## src/hw/rtl/scbs_pkg.sv

```systemverilog
// shared constants, types, microcode table and condition decode of the sorted code table
`default_nettype none
package scbs_pkg;

  // table geometry
  localparam int TABLE_DEPTH = 256;
  localparam int ADDR_W      = $clog2(TABLE_DEPTH);
  localparam int CNT_W       = $clog2(TABLE_DEPTH + 1);
  localparam int CODE_W      = 32;
  localparam int ACTION_W    = 2;
  localparam int STATUS_W    = 3;
  localparam int INDEX_W     = 8;
  localparam int ENTRIES_W   = 9;

  // actions
  localparam logic [ACTION_W-1:0] ACT_CLEAR  = 2'd0;
  localparam logic [ACTION_W-1:0] ACT_INSERT = 2'd1;
  localparam logic [ACTION_W-1:0] ACT_LOOKUP = 2'd2;

  // result status codes
  localparam logic [STATUS_W-1:0] ST_OK        = 3'd0;
  localparam logic [STATUS_W-1:0] ST_ZERO      = 3'd1;
  localparam logic [STATUS_W-1:0] ST_BELOW     = 3'd2;
  localparam logic [STATUS_W-1:0] ST_ABOVE     = 3'd3;
  localparam logic [STATUS_W-1:0] ST_NOT_FOUND = 3'd4;
  localparam logic [STATUS_W-1:0] ST_FULL      = 3'd5;

  // microprogram addresses
  localparam int PC_W = 5;
  typedef logic [PC_W-1:0] pc_t;
  localparam pc_t S_L0     = 5'd0;
  localparam pc_t S_L1     = 5'd1;
  localparam pc_t S_L2     = 5'd2;
  localparam pc_t S_L3     = 5'd3;
  localparam pc_t S_L4     = 5'd4;
  localparam pc_t S_L5     = 5'd5;
  localparam pc_t S_I0     = 5'd6;
  localparam pc_t S_I1     = 5'd7;
  localparam pc_t S_IW     = 5'd8;
  localparam pc_t S_FOK    = 5'd9;
  localparam pc_t S_FZERO  = 5'd10;
  localparam pc_t S_FNF    = 5'd11;
  localparam pc_t S_FBELOW = 5'd12;
  localparam pc_t S_FABOVE = 5'd13;
  localparam pc_t S_FFULL  = 5'd14;
  localparam pc_t S_FCLR   = 5'd15;
  localparam pc_t S_FNOP   = 5'd16;

  // branch conditions
  typedef logic [3:0] cond_t;
  localparam cond_t C_NEVER   = 4'd0;
  localparam cond_t C_KEYZ    = 4'd1;
  localparam cond_t C_EMPTY   = 4'd2;
  localparam cond_t C_FULL    = 4'd3;
  localparam cond_t C_EQ      = 4'd4;
  localparam cond_t C_GT      = 4'd5;
  localparam cond_t C_LT      = 4'd6;
  localparam cond_t C_LOOPEND = 4'd7;
  localparam cond_t C_NOSHIFT = 4'd8;

  // read address select
  typedef logic [2:0] rsel_t;
  localparam rsel_t RA_NONE   = 3'd0;
  localparam rsel_t RA_ZERO   = 3'd1;
  localparam rsel_t RA_HI     = 3'd2;
  localparam rsel_t RA_CNTM1  = 3'd3;
  localparam rsel_t RA_MID    = 3'd4;
  localparam rsel_t RA_NARROW = 3'd5;
  localparam rsel_t RA_PM2    = 3'd6;

  // write select
  typedef logic [1:0] wsel_t;
  localparam wsel_t WR_NONE = 2'd0;
  localparam wsel_t WR_Q    = 2'd1;
  localparam wsel_t WR_KEY  = 2'd2;

  // register operations
  typedef logic [1:0] op_t;
  localparam op_t LO_HOLD   = 2'd0;
  localparam op_t LO_ZERO   = 2'd1;
  localparam op_t LO_NARROW = 2'd2;
  localparam op_t HI_HOLD   = 2'd0;
  localparam op_t HI_CNTM1  = 2'd1;
  localparam op_t HI_NARROW = 2'd2;
  localparam op_t P_HOLD    = 2'd0;
  localparam op_t P_CNT     = 2'd1;
  localparam op_t P_DEC     = 2'd2;
  localparam op_t CNT_HOLD  = 2'd0;
  localparam op_t CNT_CLR   = 2'd1;
  localparam op_t CNT_INC   = 2'd2;

  // index source of the result
  typedef logic [1:0] isel_t;
  localparam isel_t IX_ZERO  = 2'd0;
  localparam isel_t IX_PADDR = 2'd1;
  localparam isel_t IX_P     = 2'd2;

  // one control word
  typedef struct packed {
    cond_t                 ca;
    pc_t                   ja;
    cond_t                 cb;
    pc_t                   jb;
    pc_t                   jn;
    rsel_t                 ra;
    wsel_t                 wr;
    op_t                   lo_op;
    op_t                   hi_op;
    logic                  mid_ld;
    op_t                   p_op;
    op_t                   cnt_op;
    logic                  fin;
    logic [STATUS_W-1:0]   status;
    isel_t                 isel;
  } uword_t;

  // sequencer to datapath
  typedef struct packed {
    logic   go;
    logic   fin;
    uword_t w;
  } ctrl_t;

  // datapath to sequencer
  typedef struct packed {
    logic keyz;
    logic empty;
    logic full;
    logic eq;
    logic gt;
    logic lt;
    logic loopend;
    logic noshift;
  } flags_t;

  // finishing word with a given status and index source
  function automatic uword_t fin_word(logic [STATUS_W-1:0] st, isel_t ix);
    uword_t w;
    w        = '0;
    w.fin    = 1'b1;
    w.status = st;
    w.isel   = ix;
    return w;
  endfunction

  // microprogram rom
  function automatic uword_t ucode(pc_t pc);
    uword_t w;
    w = '0;
    unique case (pc)
      // lookup: reject zero and empty table, probe first entry
      S_L0: begin
        w.ca = C_KEYZ;  w.ja = S_FZERO;
        w.cb = C_EMPTY; w.jb = S_FNF;
        w.jn = S_L1;
        w.ra = RA_ZERO; w.lo_op = LO_ZERO; w.hi_op = HI_CNTM1;
      end
      // first entry check, probe last entry
      S_L1: begin
        w.ca = C_EQ; w.ja = S_FOK;
        w.cb = C_GT; w.jb = S_FBELOW;
        w.jn = S_L2;
        w.ra = RA_HI;
      end
      // last entry check
      S_L2: begin
        w.ca = C_EQ; w.ja = S_FOK;
        w.cb = C_LT; w.jb = S_FABOVE;
        w.jn = S_L3;
      end
      // loop test, probe midpoint
      S_L3: begin
        w.ca = C_LOOPEND; w.ja = S_FNF;
        w.jn = S_L4;
        w.ra = RA_MID; w.mid_ld = 1'b1;
      end
      // midpoint check, narrow and probe the neighbor
      S_L4: begin
        w.ca = C_EQ; w.ja = S_FOK;
        w.jn = S_L5;
        w.ra = RA_NARROW; w.lo_op = LO_NARROW; w.hi_op = HI_NARROW;
      end
      // neighbor check
      S_L5: begin
        w.ca = C_EQ; w.ja = S_FOK;
        w.jn = S_L3;
      end
      // insert: reject zero and full table, read last entry
      S_I0: begin
        w.ca = C_KEYZ; w.ja = S_FZERO;
        w.cb = C_FULL; w.jb = S_FFULL;
        w.jn = S_I1;
        w.ra = RA_CNTM1; w.p_op = P_CNT;
      end
      // shift larger entries up one place
      S_I1: begin
        w.ca = C_NOSHIFT; w.ja = S_IW;
        w.jn = S_I1;
        w.wr = WR_Q; w.p_op = P_DEC; w.ra = RA_PM2;
      end
      // place the new code
      S_IW: begin
        w        = fin_word(ST_OK, IX_P);
        w.wr     = WR_KEY;
        w.cnt_op = CNT_INC;
      end
      S_FOK:    w = fin_word(ST_OK, IX_PADDR);
      S_FZERO:  w = fin_word(ST_ZERO, IX_ZERO);
      S_FNF:    w = fin_word(ST_NOT_FOUND, IX_ZERO);
      S_FBELOW: w = fin_word(ST_BELOW, IX_ZERO);
      S_FABOVE: w = fin_word(ST_ABOVE, IX_ZERO);
      S_FFULL:  w = fin_word(ST_FULL, IX_ZERO);
      S_FCLR: begin
        w        = fin_word(ST_OK, IX_ZERO);
        w.cnt_op = CNT_CLR;
      end
      default:  w = fin_word(ST_OK, IX_ZERO);
    endcase
    return w;
  endfunction

  // first step of each action
  function automatic pc_t entry_pc(logic [ACTION_W-1:0] act);
    pc_t pc;
    unique case (act)
      ACT_CLEAR:  pc = S_FCLR;
      ACT_INSERT: pc = S_I0;
      ACT_LOOKUP: pc = S_L0;
      default:    pc = S_FNOP;
    endcase
    return pc;
  endfunction

  // branch condition decode
  function automatic logic cond_true(cond_t c, flags_t f);
    logic r;
    unique case (c)
      C_KEYZ:    r = f.keyz;
      C_EMPTY:   r = f.empty;
      C_FULL:    r = f.full;
      C_EQ:      r = f.eq;
      C_GT:      r = f.gt;
      C_LT:      r = f.lt;
      C_LOOPEND: r = f.loopend;
      C_NOSHIFT: r = f.noshift;
      default:   r = 1'b0;
    endcase
    return r;
  endfunction

endpackage
`default_nettype wire

```

## src/hw/rtl/scbs_seq.sv

```systemverilog
// microcode sequencer: step counter, control rom and conditional jumps
`default_nettype none
module scbs_seq (
  input  wire logic                             clk,
  input  wire logic                             rst_n,
  input  wire logic                             start,
  input  wire logic [scbs_pkg::ACTION_W-1:0]    action,
  input  wire scbs_pkg::flags_t                 flags,
  output logic                                  busy,
  output scbs_pkg::ctrl_t                       ctrl
);

  logic            run_r, run_nxt;
  scbs_pkg::pc_t   pc_r, pc_nxt;
  scbs_pkg::uword_t w;
  logic            fa, fb;

  // current control word and branch outcome
  always_comb begin
    w  = scbs_pkg::ucode(pc_r);
    fa = scbs_pkg::cond_true(w.ca, flags);
    fb = scbs_pkg::cond_true(w.cb, flags);
    ctrl.w   = w;
    ctrl.go  = run_r && !fa && !fb;
    ctrl.fin = run_r && w.fin;
  end

  // next step
  always_comb begin
    pc_nxt  = pc_r;
    run_nxt = run_r;
    if (!run_r) begin
      if (start) begin
        run_nxt = 1'b1;
        pc_nxt  = scbs_pkg::entry_pc(action);
      end
    end else if (w.fin) begin
      run_nxt = 1'b0;
    end else if (fa) begin
      pc_nxt = w.ja;
    end else if (fb) begin
      pc_nxt = w.jb;
    end else begin
      pc_nxt = w.jn;
    end
  end

  always_ff @(posedge clk) begin
    if (!rst_n) begin
      run_r <= 1'b0;
      pc_r  <= scbs_pkg::S_FNOP;
    end else begin
      run_r <= run_nxt;
      pc_r  <= pc_nxt;
    end
  end

  assign busy = run_r;

endmodule
`default_nettype wire

```

## config.mk

```make
export PLATFORM = sky130hd
export DESIGN_NAME = scbs_seq
export DESIGN_NICKNAME = d
export VERILOG_FILES = /design/src/hw/rtl/scbs_pkg.sv /design/src/hw/rtl/scbs_seq.sv
export SDC_FILE = /design/constraint.sdc
export NUM_CORES = 1
export LEC_CHECK = 0
export ABC_AREA = 1
export BUFFER_PORTS_ARGS = -buffer_cell sky130_fd_sc_hd__buf_2
export CAP_MARGIN = 10
export CORE_ASPECT_RATIO = 0.9
export CORE_MARGIN = 3
export CORE_UTILIZATION = 37
export CTS_CLUSTER_SIZE = 30
export DETAILED_ROUTE_END_ITERATION = 16
export GPL_TIMING_DRIVEN = 0
export PLACE_DENSITY = 0.78
export SETUP_SLACK_MARGIN = 0.02
export SYNTH_ARGS = -nofsm -noshare
export SYNTH_HDL_FRONTEND = slang
export SYNTH_SLANG_ARGS = --single-unit
```

## constraint.sdc

```tcl
create_clock -name clk -period 1.5 [get_ports clk]
set_clock_uncertainty 0.05 [all_clocks]
set_input_delay 0.3 -clock clk [delete_from_list [all_inputs] [get_ports clk]]
set_output_delay 0.3 -clock clk [all_outputs]
set_load 0.01 [all_outputs]
```

==> summary.txt, run 1 <==
outcome - finished with violations
failing checks - setup timing
kind of critical path - reg -> out
CTS root buf - clkbuf_4
Yosys reg bits - 6
Tightest Hold Check Type - in -> reg
Yosys top cell area share - 0.138
commonest cells after routing, fill and taps aside - buf_2, buf_6, buf_4
CTS buffer count - 3
cell area after layout - 1850 um^2
Placed Area - 1200 um^2
critical path startpoint category - flop
via count - 1538
worst path cell trace - buf_12 > nand2_8 > nand4_1 > nand2_1 > nand2_2 > nand3_4 > nor3_4 > buf_2
final wirelength - 5.27 mm
Finished Layout Cells - 267
CP Capture Type - output pin
Final nets - 255
synthesized area - 870 um^2
Syn Area/Cell - 5.88 um^2
die area - 2970 um^2
setup ws final - -0.522 ns
Fmax - 495 MHz
Tcrit/Tclk final - 1.35
antenna violations before repair - 0
# setup viols final - 41
Required @ worst endpoint - 1.15 ns
# H-tree levels - 1
Cell variety after synth - 29
Ports - 59
core area - 2200 um^2
Initial Util - 0.395
Max Slew Vio Count - 0
largest net degree at the start of global routing - 10
drc violations - 0
final design utilization - 0.840
hpwl dp - 2.08 mm
placed cells - 232
vias in the first global route - 1197
CTS tree - yes
Worst EP arrival - 1.67 ns
Port Buffers - 52
Reg clk slew, reported paths - 0.06 ns
clk sinks - 6
Leak - 1.02 nW
number of hold violations in the final report - 0
unrepaired setup endpoints after global routing - true
synth top area cells - dfxtp_1, nand2_1, buf_4
die extent in x - 57.1 um
maximum buffer depth of the clock tree - 2
largest area contributor in the netlist - dfxtp_1
Synth warnings - 0
max-cap viol count - 0
gpl congestion - 0.851
slowest stage delay, CP - 0.37 ns
Crit-path slowest cell - dfxtp_2
crit path max fanout - 8
Area Overhead vs Synth - 113%
post-synthesis sequential area ratio - 0.138
drt first-iter violations - 141
Mapped Cells - 148
Vert. Die Dim - 52.0 um
DRT Pass-1 Iters - 6
via/cell ratio - 5.76
CP delay by family, top - simple AND/OR/NAND/NOR gates
global-route wire length before repair - 5.64 mm
total gr overflow - 0
Ant. Diodes - 0
hold buffer count at CTS - 0
Clk Latency, worst-skew pair - 0.27 ns
IR Drop Worst-Case VDD - 0.490 mV
most common cell after layout, fill and taps aside - buf_2
fin crit period - 2.02 ns
DR WL/cell - 19.7 um
Cell Pwr Density - 582 nW/um^2
layout cell share with drive strength beyond 1 - 0.721
Buf/Inv on CP - 2
num rows - 16
post-route ant nets - 0
All-Layer GR Usage - 0.243
cell type report:
| type | instances | area (um^2) |
|---|---|---|
| buffer | 16 | 149 |
| clock buffer | 3 | 22.5 |
| fill | 95 | 352 |
| inverter | 23 | 109 |
| multi-input combinational | 107 | 758 |
| sequential | 6 | 134 |
| tap | 27 | 33.8 |
| timing repair buffer | 85 | 644 |
sequential cells by signal, indices dropped and copies added (netlist names):
name  flops
pc_r      5
busy      1
path summary, 6_finish.rpt:
path / slack (ns) / endpoint / cells past startpoint / startpoint
setup / recovery: -0.52 / ctrl[44] / 8 / pc_r[0]
hold / removal: 0.23 / pc_r[4] / 2 / rst_n
setup reg to reg: -0.38 / pc_r[1] / 10 / pc_r[4]
hold reg to reg: 0.54 / pc_r[3] / 2 / pc_r[3]
cells in the mapped netlist (all sizes together):
cell type,number
o21a,1
nor3,4
nand4,6
o21ai,10
nand3,5
nand2,35
a21oi,7
o211ai,1
inv,23
nor2,29
o22ai,1
o221ai,1
a31oi,1
buf,17
conb,1
dfxtp,6
routing by layer:
layer / up-vias / track usage / share of wire
met3: 55 / 0.0323 / 0.13
met5: - / 0 / 0
met4: 0 / 0.0849 / 0.086
li1: 644 / - / -
met1: 676 / 0.276 / 0.33
met2: 163 / 0.462 / 0.45
power breakdown:
part / switching (mW) / internal [mW]
Combinational: 0.389 / 0.306
Sequential: 0.0341 / 0.177
Clock: 0.0786 / 0.0919
Total: 0.502 / 0.575
what timing repair did:
action,4_1_cts,5_1_grt
pin swaps,14,16
setup buffers,18,17
cloned,1,0
gates resized for setup,59,51
setup endpoints to repair,40,43
worst register-to-register path, stage by stage, from the launching register on:
cell and delay, ns:
dfxtp_4 0.37, nor2_4 0.19, buf_6 0.17, buf_6 0.10, buf_6 0.08, o211ai_1 0.12, buf_4 0.16, o21a_1 0.17
nand2_1 0.09, nand3_1 0.13, a21oi_2 0.19
through the flow:
step | setup slack, ns | power [mW] | TNS, ns | hold WS, ns
2_1_floorplan | 0.0186 | 0.471 | 0 | 0.328
3_3_place_gp | -0.187 | 0.586 | -0.382 | 0.497
3_5_place_dp | -0.193 | 0.590 | -0.477 | 0.503
4_1_cts | -0.335 | 0.879 | -5.98 | 0.243
5_1_grt | -0.588 | 1.12 | -13.21 | 0.245
6_report | -0.522 | 1.08 | -11.64 | 0.233
kinds of logic (layout without fill, tap and decap cells):
kind of cell / after synthesis / count (layout) / share of synthesized area
AOI/OAI and AO/OA: 22 / 22 / 0.144
DFF: 6 / 6 / 0.138
other: 1 / 6 / 0.00431
buffers and inverters: 40 / 127 / 0.259
and+or+nand+nor: 79 / 79 / 0.455
Power figures use the tool's default switching activity.
==> run 2: changes to the inputs <==
--- a/config.mk
+++ b/config.mk
@@ -10,11 +10,11 @@
 export CAP_MARGIN = 10
 export CORE_ASPECT_RATIO = 0.9
 export CORE_MARGIN = 3
-export CORE_UTILIZATION = 37
+export CORE_UTILIZATION = 41
 export CTS_CLUSTER_SIZE = 30
 export DETAILED_ROUTE_END_ITERATION = 16
 export GPL_TIMING_DRIVEN = 0
-export PLACE_DENSITY = 0.78
+export PLACE_DENSITY = 0.84
 export SETUP_SLACK_MARGIN = 0.02
 export SYNTH_ARGS = -nofsm -noshare
 export SYNTH_HDL_FRONTEND = slang
==> run 2 against run 1 <==
The run still ends with setup timing left. First-iteration DRC count shrank 1.4%. Sequential share of layout area is essentially flat. Global-route usage grew 4.1 points. Final cell count shrank 1.1%. Count of clock-buffer cells in the layout is the same. Flip-flop and latch count is the same. Sequential power is essentially flat. Clock power shrank 13%. Non-clock buffer count shrank 1. Combinational power grew 3%. Via count grew 2.1%.
==> summary.txt, run 2 (synthesis results as in run 1) <==
Worst EP arrival - 1.65 ns
combinational share of power - 0.668
kind of critical path - reg -> out
clk sinks - 6
Max Slew Vio Count - 0
global-route wire length before repair - 5.69 mm
commonest cells after routing, fill and taps aside - buf_2, buf_6, buf_4
max reg flops - 5
slowest stage delay, CP - 0.48 ns
DRT Pass-1 Iters - 5
Finished Layout Cells - 264
CTS tree - yes
hold buffer count at CTS - 0
fin crit period - 2.00 ns
Buf/Inv on CP - 2
post-route ant nets - 0
Clk network pwr share - 0.138
Ports - 59
R2R depth - 10
vias in the first global route - 1218
number of hold violations in the final report - 0
Required @ worst endpoint - 1.15 ns
max-cap viol count - 0
cell area after layout - 1840 um^2
Reg clk slew, reported paths - 0.05 ns
via count - 1571
Setup crit start - pc_r[1]
# H-tree levels - 1
NetSw - 0.490 mW
R2R setup slack - -0.41 ns
failing checks - setup timing
hpwl dp - 2.11 mm
placed cells - 230
Largest Register - pc_r
Area Overhead vs Synth - 112%
Tightest Hold Check Type - in -> reg
pre-CTS setup slack - -0.202 ns
outcome - finished with violations
Pint - 0.582 mW
Port Buffers - 52
Placed Area - 1200 um^2
Clk Latency, worst-skew pair - 0.25 ns
antenna violations before repair - 0
# setup viols final - 41
drt first-iter violations - 139
sequential power share - 0.195
WHS - 0.267 ns
CP Capture Type - output pin
Cell Pwr Density - 582 nW/um^2
largest net degree at the start of global routing - 10
Worst setup endpoint - ctrl[44]
setup ws final - -0.505 ns
worst path cell trace - nand2_8 > nor2_4 > nand3_1 > nand2_1 > inv_2 > nand3_4 > nor3_4 > buf_2
final wirelength - 5.49 mm
critical path startpoint category - flop
CP delay by family, top - simple AND/OR/NAND/NOR gates
Leak - 1.02 nW
Tcrit/Tclk final - 1.34
maximum buffer depth of the clock tree - 2
die area - 2710 um^2
total gr overflow - 0
most common cell after layout, fill and taps aside - buf_2
Crit Reg-Reg Startpoint - pc_r[1]
num rows - 15
Fmax - 499 MHz
core area - 1970 um^2
Initial Util - 0.441
unrepaired setup endpoints after global routing - true
drc violations - 0
Ant. Diodes - 0
DR WL/cell - 20.8 um
Vert. Die Dim - 49.7 um
CTS root buf - clkbuf_4
Final nets - 254
RR Endpoint - pc_r[1]
IR Drop Worst-Case VDD - 0.651 mV
Sw Ratio - 0.457
TNS Setup - -11.23 ns
die extent in x - 54.5 um
CTS buffer count - 3
via/cell ratio - 5.95
Crit-path slowest cell - dfxtp_4
Levels on crit path - 8
crit path max fanout - 8
gpl congestion - 0.981
All-Layer GR Usage - 0.283
layout cell share with drive strength beyond 1 - 0.703
run 2: changes by cell type in the layout (fill, tap and decap cells not counted), moves of 2 or more:
cell / before / now
o21ai_0: 4 / 6
inv_2: 7 / 10
inv_1: 10 / 8
nand2_2: 13 / 10
nand2_1: 13 / 17
o21ai_1: 4 / 2
buf_2: 41 / 38
nor2_4: 8 / 11
nor2_2: 10 / 6
run 2: routing by layer:
metal	wire, um	up-vias	global-route usage
met5	0	-	0
met1	1770	699	0.324
li1	-	645	-
met4	537	0	0.170
met3	714	56	0.0483
met2	2470	171	0.472
run 2: worst min-delay path by stage:
stage,startpoint,slack [ns],cells past startpoint,endpoint
after floorplan,rst_n,0.33,1,pc_r[4]
after global placement,rst_n,0.49,2,pc_r[4]
after detailed placement,rst_n,0.50,2,pc_r[4]
after CTS,rst_n,0.25,2,pc_r[4]
after global routing,rst_n,0.26,2,pc_r[4]
final,rst_n,0.27,2,pc_r[4]
run 2: metrics by stage:
step            util  power [mW]
2_1_floorplan      -       0.471
3_3_place_gp   0.609       0.585
3_5_place_dp   0.609       0.590
4_1_cts        0.791       0.877
5_1_grt        0.935        1.13
6_report       0.935        1.07
run 2: timing repair:
item                                    4_1_cts  5_1_grt
endpoints found under the setup margin       40       42
setup buffers                                20       15
gates resized for setup                      59       47
pin swaps                                    22       20
run 2: worst register-to-register path, stage by stage (launching register included):
cell	delay, ns
dfxtp_4	0.48
inv_8	0.08
nand2_4	0.09
buf_6	0.10
buf_6	0.12
o211ai_1	0.13
buf_4	0.17
o21a_1	0.21
nand2_1	0.10
nand3_1	0.13
a21oi_2	0.17
run 2: layout make-up:
class	count	area, um^2
Inverter	23	109
Buffer	15	144
Timing Repair Buffer	85	661
Fill cell	71	128
Sequential cell	6	134
Tap cell	25	31.3
Multi-Input combinational cell	107	742
Clock buffer	3	22.5
run 2: power groups by stage:
stage          clock [mW]  sequential [mW]  combinational [mW]
2_1_floorplan           0            0.190               0.281
3_5_place_dp            0            0.192               0.398
4_1_cts             0.149            0.201               0.527
5_1_grt             0.164            0.210               0.752
6_report            0.148            0.209               0.716
3_3_place_gp            0            0.191               0.394
